===== src/iies_pkg.sv =====
// Shared types and constants for the indexed insert/extract stack.
// No dependencies; imported by every module of the block.
package iies_pkg;

    localparam int DEPTH_DEF      = 64;
    localparam int DATA_WIDTH_DEF = 32;

    localparam int CMD_W  = 2;
    localparam int POS_W  = 6;
    localparam int WORD_W = 32;
    localparam int ST_W   = 2;

    localparam logic [CMD_W-1:0] CMD_INSERT  = 2'd0;
    localparam logic [CMD_W-1:0] CMD_EXTRACT = 2'd1;
    localparam logic [CMD_W-1:0] CMD_PEEK    = 2'd2;
    localparam logic [CMD_W-1:0] CMD_CLEAR   = 2'd3;

    localparam logic [ST_W-1:0] ST_OK    = 2'd0;
    localparam logic [ST_W-1:0] ST_EMPTY = 2'd1;
    localparam logic [ST_W-1:0] ST_RANGE = 2'd2;
    localparam logic [ST_W-1:0] ST_FULL  = 2'd3;

    // Broadcast to every cell of the chain.
    typedef struct packed {
        logic             load;
        logic             ins_en;
        logic             ext_en;
        logic             peek_en;
        logic [POS_W-1:0] pos;
    } ctrl_t;

endpackage


===== src/iies_cell.sv =====
// One storage cell of the stack chain; holds the entry at position INDEX.
// Depends on iies_pkg (ctrl_t).
module iies_cell
    import iies_pkg::*;
#(
    parameter int INDEX      = 0,
    parameter int DATA_WIDTH = DATA_WIDTH_DEF
)
(
    input  logic                  clk,
    input  ctrl_t                 ctrl,
    input  logic [DATA_WIDTH-1:0] din,
    input  logic [DATA_WIDTH-1:0] above,
    input  logic [DATA_WIDTH-1:0] below,
    output logic [DATA_WIDTH-1:0] data,
    output logic [DATA_WIDTH-1:0] tap
);

    logic [DATA_WIDTH-1:0] data_reg;
    logic [DATA_WIDTH-1:0] data_next;
    logic [DATA_WIDTH-1:0] tap_reg;
    logic [DATA_WIDTH-1:0] tap_next;
    logic                  at_pos;
    logic                  past_pos;
    logic                  hit;

    assign at_pos   = (INDEX == 32'(ctrl.pos));
    assign past_pos = (INDEX > 32'(ctrl.pos));
    assign hit      = (ctrl.ext_en && at_pos) || (ctrl.peek_en && INDEX == 0);

    always_comb
    begin
        data_next = data_reg;
        if (ctrl.ins_en)
        begin
            if (at_pos)
                data_next = din;
            else if (past_pos)
                data_next = above;
        end
        else if (ctrl.ext_en && (at_pos || past_pos))
        begin
            data_next = below;
        end
        tap_next = hit ? data_reg : '0;
    end

    always_ff @(posedge clk)
    begin
        if (ctrl.load)
        begin
            data_reg <= data_next;
            tap_reg  <= tap_next;
        end
    end

    assign data = data_reg;
    assign tap  = tap_reg;

endmodule


===== config.mk =====
export PLATFORM = sky130hd
export DESIGN_NAME = iies_cell
export DESIGN_NICKNAME = d
export VERILOG_FILES = /design/src/iies_pkg.sv /design/src/iies_cell.sv
export SDC_FILE = /design/constraint.sdc
export NUM_CORES = 1
export LEC_CHECK = 0
export CORE_ASPECT_RATIO = 0.5
export CORE_UTILIZATION = 34
export DETAILED_ROUTE_END_ITERATION = 8
export DONT_BUFFER_PORTS = 1
export PLACE_DENSITY_LB_ADDON = 0.1
export REMOVE_ABC_BUFFERS = 1
export SLEW_MARGIN = 0
export SYNTH_ARGS = -nofsm -noshare
export SYNTH_HDL_FRONTEND = slang
export SYNTH_SLANG_ARGS = --single-unit

===== constraint.sdc =====
create_clock -name clk -period 4.63 [get_ports clk]
set_clock_uncertainty 0.15 [all_clocks]
set_input_delay 0.463 -clock clk [delete_from_list [all_inputs] [get_ports clk]]
set_output_delay 0.463 -clock clk [all_outputs]
set_load 0.1 [all_outputs]

==> impl_metrics.toml, run 1 <==
[run]
cap_viol_max_count = 0

[power]
power_density_nw_per_um2 = 413
post_layout_power_mw = 1.44
power.ir.vdd_worst_mv = 0.153
combPwrFrac_pct = 3.4
switching_share_pct = 23.9
internal_power_mw = 1.10
seq_power_share_pct = 52.7
power.share.clock_pct = 43.8
power.switching_uw = 345
static-leakage-power_nw = 1.22

[critical_path]
cp_max_fo = 33
critPathKind = "input pin to register"
worstPathArrival_ns = 1.98
crit_path_max_delay_cell_type = "sky130_fd_sc_hd__or4_4"
reg2regPathDepth = 2
crit_path_max_incr_delay_ns = 0.80
worst-endpoint-required_ns = 4.48
critical_path.cell_chain = "or4_4, nor4_2, buf_4"
start_kind = "input pin"
critical_path.endpoint_type = "register"

[cts]
postCtsSetupBuffers = 0
path_clk_slew_ns = 0.05
clk_root_buffer_cell = "sky130_fd_sc_hd__clkbuf_16"
cts_resized = 0
number_of_clock_sinks = 64
clk-insertion-delay-late_ns = 0.32
htreeDepth = 3
cts_tree = "built"
cts_made_buffers = 9
cts_hold_buffers = 0
cts-root-to-sink-buffers = 2

[die]
dieHeight_um = 70.4
dieWidth_um = 139
std_cell_rows = 24
boundaryPins = 171
fp.dieArea_um2 = 9770
core-area_um2 = 8890
initial_utilization_pct = 35.8

[sta]
grt_setup_unrepaired = "no"
period_minus_slack_ns = 2.13
setup-tns-final_ns = 0
final_setup_violation_count = 0
setup_slack_ns = 2.50
final.hold.worst_slack_ns = 0.105
maxSlewHeadroom_pct = 34.9
finalCritPeriodShare_pct = 46.0
timing.final.max_slew_violations = 0
finalHoldViolations = 0
worst_pin_slew_ns = 0.977
fmaxAchievable_ghz = 0.469

[layout]
commonest_cells_after_routing_fill_and_taps_aside = "sky130_fd_sc_hd__nand2_1 (64), sky130_fd_sc_hd__edfxtp_1 (64), sky130_fd_sc_hd__mux2_2 (32)"
non_filler_instances = 329
syn_to_final_growth_pct = 9.68
final_core_util_pct = 39.2
fillCellCount = 835
n_antenna_cell = 0
final_area_um2 = 3490
drive_gt1_share_pct = 36.8
finalNetCount = 315

[place]
dpl_cell_area_um2 = 3210
io_buffers = 0
dp.cells = 314
place_hpwl_um = 4260
pre_cts_ws_ns = 2.15
place_congestion = 0.624

[logic_synthesis]
synth.area.top_cells = "sky130_fd_sc_hd__edfxtp_1 (60%), sky130_fd_sc_hd__o41ai_2 (15%), sky130_fd_sc_hd__mux2_2 (11%)"
synth_seq_area_share_pct = 60.4
count_of_distinct_cell_types_in_the_synthesized_netlist = 13
post-synth-top-area-fraction_pct = 60.4
syn_area_per_cell_um2 = 14.6
number_of_flip_flops_and_latches_in_the_synthesized_netlist = 64
synthCells = 218
warnings_from_yosys = 0
mappedNetlistArea_um2 = 3180
synth.largest_area_cell = "sky130_fd_sc_hd__edfxtp_1"

[route]
num_vias = 1785
antenna_left = 0
first_iteration_detailed_routing_drc_count = 106
viasPerCell = 5.43
wire_per_inst_um = 20.7
drc = 6
routed_wirelength_um = 6820
drt_pre_antenna_iters = 7

[global_routing]
grt_util_all_layers_pct = 14.6
grt_pass1_wl_um = 10300
grt-busiest-layer = "met2"
gr-usage-met2_pct = 24.9
grt_overflow = 0
grt_max_degree = 34
groute.layer.met1.usage_pct = 16.4
initial_antenna_violation_count = 0
via_count_of_the_first_global_routing_pass = 1799
met3_track_utilization_from_global_routing_pct = 5.76

[min_path]
hold_path.class = "input pin to register"
min_path_cells = 0

[status]
run_status = "finished with violations"
failed_checks = "DRC"
power groups by stage:
stage / Clock [mW] / Sequential, mW / Combinational (mW)
after floorplan: 0 / 0.769 / 0.0434
after global placement: 0 / 0.772 / 0.0485
after detailed placement: 0 / 0.772 / 0.0498
after CTS: 0.654 / 0.760 / 0.0504
after global routing: 0.679 / 0.760 / 0.0546
final: 0.631 / 0.760 / 0.0497
area by class of cell:
| cell class | count | area (um2) | area share (%) |
|---|---|---|---|
| flip-flops and latches | 64 | 1920 | 55.1 |
| multi-input cells | 131 | 1130 | 32.3 |
| clock buffers | 10 | 229 | 6.56 |
| well taps | 117 | 146 | 4.20 |
| clock inverters | 5 | 48.8 | 1.40 |
| repair buffers | 2 | 15.0 | 0.430 |
critical path, delay by kind of cell:
kind / cells / cell delay, ns
simple gates: 2 / 1.14
buf+inv: 1 / 0.34
cells in the mapped netlist:
library cell               number
sky130_fd_sc_hd__buf_8          1
sky130_fd_sc_hd__buf_1          2
sky130_fd_sc_hd__nand2_1       64
sky130_fd_sc_hd__or4_4          1
sky130_fd_sc_hd__buf_12         2
sky130_fd_sc_hd__clkbuf_1      17
sky130_fd_sc_hd__nor4_1         1
sky130_fd_sc_hd__buf_6          1
sky130_fd_sc_hd__o41ai_1        3
sky130_fd_sc_hd__o41ai_2       29
sky130_fd_sc_hd__mux2_2        32
sky130_fd_sc_hd__edfxtp_1      64
sky130_fd_sc_hd__o21ai_0        1
path summary, 6_finish.rpt:
path	from	endpoint	slack, ns
worst min register to register	data[0]	tap[0]	1.04
worst max register to register	data[22]	tap[22]	2.89
worst max-delay path	ctrl[1]	data[11]	2.50
worst min-delay path	ctrl[9]	tap[22]	0.11
cell families (layout without fill, tap and decap cells):
| family | after synthesis | in the layout | share of synthesized area, % |
|---|---|---|---|
| mux | 32 | 32 | 11.3 |
| flops | 64 | 64 | 60.4 |
| buf+inv | 23 | 17 | 4.33 |
| simple gates | 66 | 66 | 8.10 |
| compound gates | 33 | 33 | 15.8 |
metal layers:
layer	up-vias	routed length, um
met1	875	2720
li1	815	-
met4	0	79
met3	10	589
met2	85	3420
met5	-	0
No activity file was read; power rests on OpenSTA's default activity.
==> inputs of run 2 (changes only) <==
--- a/config.mk
+++ b/config.mk
@@ -5,6 +5,7 @@
 export SDC_FILE = /design/constraint.sdc
 export NUM_CORES = 1
 export LEC_CHECK = 0
+export ABC_AREA = 1
 export CORE_ASPECT_RATIO = 0.5
 export CORE_UTILIZATION = 34
 export DETAILED_ROUTE_END_ITERATION = 8
==> constraint.sdc (replaced) <==
create_clock -name clk -period 1.9 [get_ports clk]
set_clock_uncertainty 0.15 [all_clocks]
set_input_delay 0.19 -clock clk [delete_from_list [all_inputs] [get_ports clk]]
set_output_delay 0.19 -clock clk [all_outputs]
set_load 0.1 [all_outputs]
==> impl_metrics.toml, run 2 <==
[status]
run_status = "finished, final reports clean"

[power]
power.ir.vdd_worst_mv = 0.434
seq_power_share_pct = 43.9
combPwrFrac_pct = 14.5
power_density_nw_per_um2 = 843
internal_power_mw = 2.80
power.share.clock_pct = 41.7
switching_share_pct = 23.7
static-leakage-power_nw = 1.74
power.switching_uw = 866
post_layout_power_mw = 3.66

[logic_synthesis]
warnings_from_yosys = 0
synth_seq_area_share_pct = 68.4
count_of_distinct_cell_types_in_the_synthesized_netlist = 12
synth-edff-count = 64
synth_top_flop_cell = "sky130_fd_sc_hd__edfxtp_1"
synthTopCellsByCount = "sky130_fd_sc_hd__edfxtp_1 (64), sky130_fd_sc_hd__inv_1 (33), sky130_fd_sc_hd__mux2_1 (32)"
synth.area.top_cells = "sky130_fd_sc_hd__edfxtp_1 (68%), sky130_fd_sc_hd__mux2_1 (13%), sky130_fd_sc_hd__a21oi_2 (9.4%)"
post-synth-top-area-fraction_pct = 68.4
synth.largest_area_cell = "sky130_fd_sc_hd__edfxtp_1"
post-synth-top-count-cell = "sky130_fd_sc_hd__edfxtp_1"
synthCells = 178
synth_async_sr_flop_share_pct = 0
syn_area_per_cell_um2 = 15.8
number_of_flip_flops_and_latches_in_the_synthesized_netlist = 64
mappedNetlistArea_um2 = 2810

[critical_path]
worstPathArrival_ns = 1.60
crit_path_max_incr_delay_ns = 0.57
critical_path.endpoint_type = "register"
crit_buf_inv = 2
critical_path.startpoint = "below[22]"
worst_r2r_endpoint = "tap[9]"
critical_path_depth = 3
worstReg2RegStart = "data[9]"
crit_path_max_delay_cell_type = "sky130_fd_sc_hd__dlygate4sd3_1"
cp_max_fo = 1
critPathKind = "input pin to register"
cp_top_family = "buffers and inverters"
reg2regPathDepth = 2
worst-endpoint-required_ns = 1.81
regToRegSetupSlack_ns = 0.96
critical_path.cell_chain = "dlygate4sd3_1, mux2_1, dlygate4sd3_1"
endpoint_of_the_most_critical_setup_path = "data[22]"
start_kind = "input pin"
critical-path-top-cell-by-count = "sky130_fd_sc_hd__dlygate4sd3_1"

[sta]
setup-tns-final_ns = 0
setup_slack_ns = 0.206
final.hold.worst_slack_ns = 0.0627
finalCritPeriodShare_pct = 89.1
fmaxAchievable_ghz = 0.590
timing.final.max_slew_violations = 0
final_setup_violation_count = 0
maxSlewHeadroom_pct = 71.6
finalHoldViolations = 0
period_minus_slack_ns = 1.69
worst_pin_slew_ns = 0.425
grt_setup_unrepaired = "no"

[die]
dieWidth_um = 131
dieHeight_um = 66.3
fp.dieArea_um2 = 8650
boundaryPins = 171
initial_utilization_pct = 36.7
core-area_um2 = 7650
std_cell_rows = 22

[route]
num_vias = 1864
viasPerCell = 4.40
routed_wirelength_um = 6090
drt_pre_antenna_iters = 4
wire_per_inst_um = 14.4
antenna_left = 0
first_iteration_detailed_routing_drc_count = 53
drc = 0

[run]
cap_viol_max_count = 0

[cts]
clk-insertion-delay-late_ns = 0.32
cts_made_buffers = 9
htreeDepth = 3
clk_root_buffer_cell = "sky130_fd_sc_hd__clkbuf_16"
cts_tree = "built"
path_clk_slew_ns = 0.05
postCtsSetupBuffers = 0
number_of_clock_sinks = 64
cts-root-to-sink-buffers = 2
cts_resized = 0

[layout]
n_antenna_cell = 0
finalNetCount = 418
drive_gt1_share_pct = 36.1
commonest_cells_after_routing_fill_and_taps_aside = "sky130_fd_sc_hd__edfxtp_1 (64), sky130_fd_sc_hd__dlygate4sd3_1 (64), sky130_fd_sc_hd__buf_4 (64)"
syn_to_final_growth_pct = 54.7
final_area_um2 = 4340

[min_path]
worst_hold_startpoint = "ctrl[9]"
hold_path.class = "input pin to register"

[place]
io_buffers = 0
dpl_cell_area_um2 = 3400
place_hpwl_um = 3710
pre_cts_ws_ns = 0.564
place_congestion = 0.614

[global_routing]
grt_overflow = 0
via_count_of_the_first_global_routing_pass = 1914
grt_max_degree = 34
grt_pass1_wl_um = 9180
initial_antenna_violation_count = 0
grt_util_all_layers_pct = 14.7
==> run 2: changes by cell type after synthesis, sizes merged, moves of 4 or more <==
cell,change
nor2,+4
buf,+4
nand2,-64
inv,+33
a21oi,+32
o41ai,-32
clkbuf,-17
==> run 2: per-stage QoR <==
step / instances / utilization (%)
floorplan: 168 / -
global placement: 343 / 44.5
CTS: 424 / 56.8
global route: 424 / 56.8
detailed placement: 343 / 44.5
finish: 424 / 56.8
==> run 2: layout make-up <==
cell class / instances / area, um2
fillers: 647 / 3310
flip-flops and latches: 64 / 1920
repair buffers: 132 / 1200
multi-input cells: 71 / 683
clock buffers: 10 / 229
well taps: 108 / 135
inverters: 33 / 124
clock inverters: 6 / 50.0
==> run 2: per-layer routing <==
layer	vias to the layer above	GRT usage, %	wire [um]
met4	0	5.60	70
li1	898	-	-
met2	72	26.8	3160
met3	9	5.26	343
met5	-	0	0
met1	885	15.7	2520
==> run 2: power groups by stage <==
stage                     clock [mW]  combinational [mW]  sequential (mW)
after floorplan                    0              0.0793             1.87
after global placement             0               0.384             1.63
after detailed placement           0               0.388             1.64
after CTS                       1.58               0.529             1.61
after global routing            1.64               0.552             1.61
final                           1.53               0.530             1.61
==> run 2: worst min-delay path by stage <==
stage / to / slack, ns / cells past startpoint
after floorplan: tap[0] / 0.15 / 0
after global placement: tap[30] / 0.16 / 0
after detailed placement: tap[30] / 0.16 / 0
after CTS: tap[30] / 0.05 / 1
after global routing: tap[30] / 0.05 / 1
final: tap[30] / 0.06 / 1
==> run 2: timing repair <==
item,4_1_cts,5_1_grt
endpoints found under the setup margin,0,0
hold endpoints to repair,64,0
hold buffers,65,0
==> run 2: worst register-to-register path: stages (launching register included) <==
cell                       delay [ns]
sky130_fd_sc_hd__edfxtp_1        0.41
sky130_fd_sc_hd__inv_1           0.09
sky130_fd_sc_hd__a21oi_2         0.03
==> run 2: kinds of logic after synthesis <==
logic type | synth area share, %
flip-flops | 68.4
buffers and inverters | 7.53
AO/OA/AOI/OAI | 9.89
multiplexers | 12.8
AND/OR/NAND/NOR | 1.34
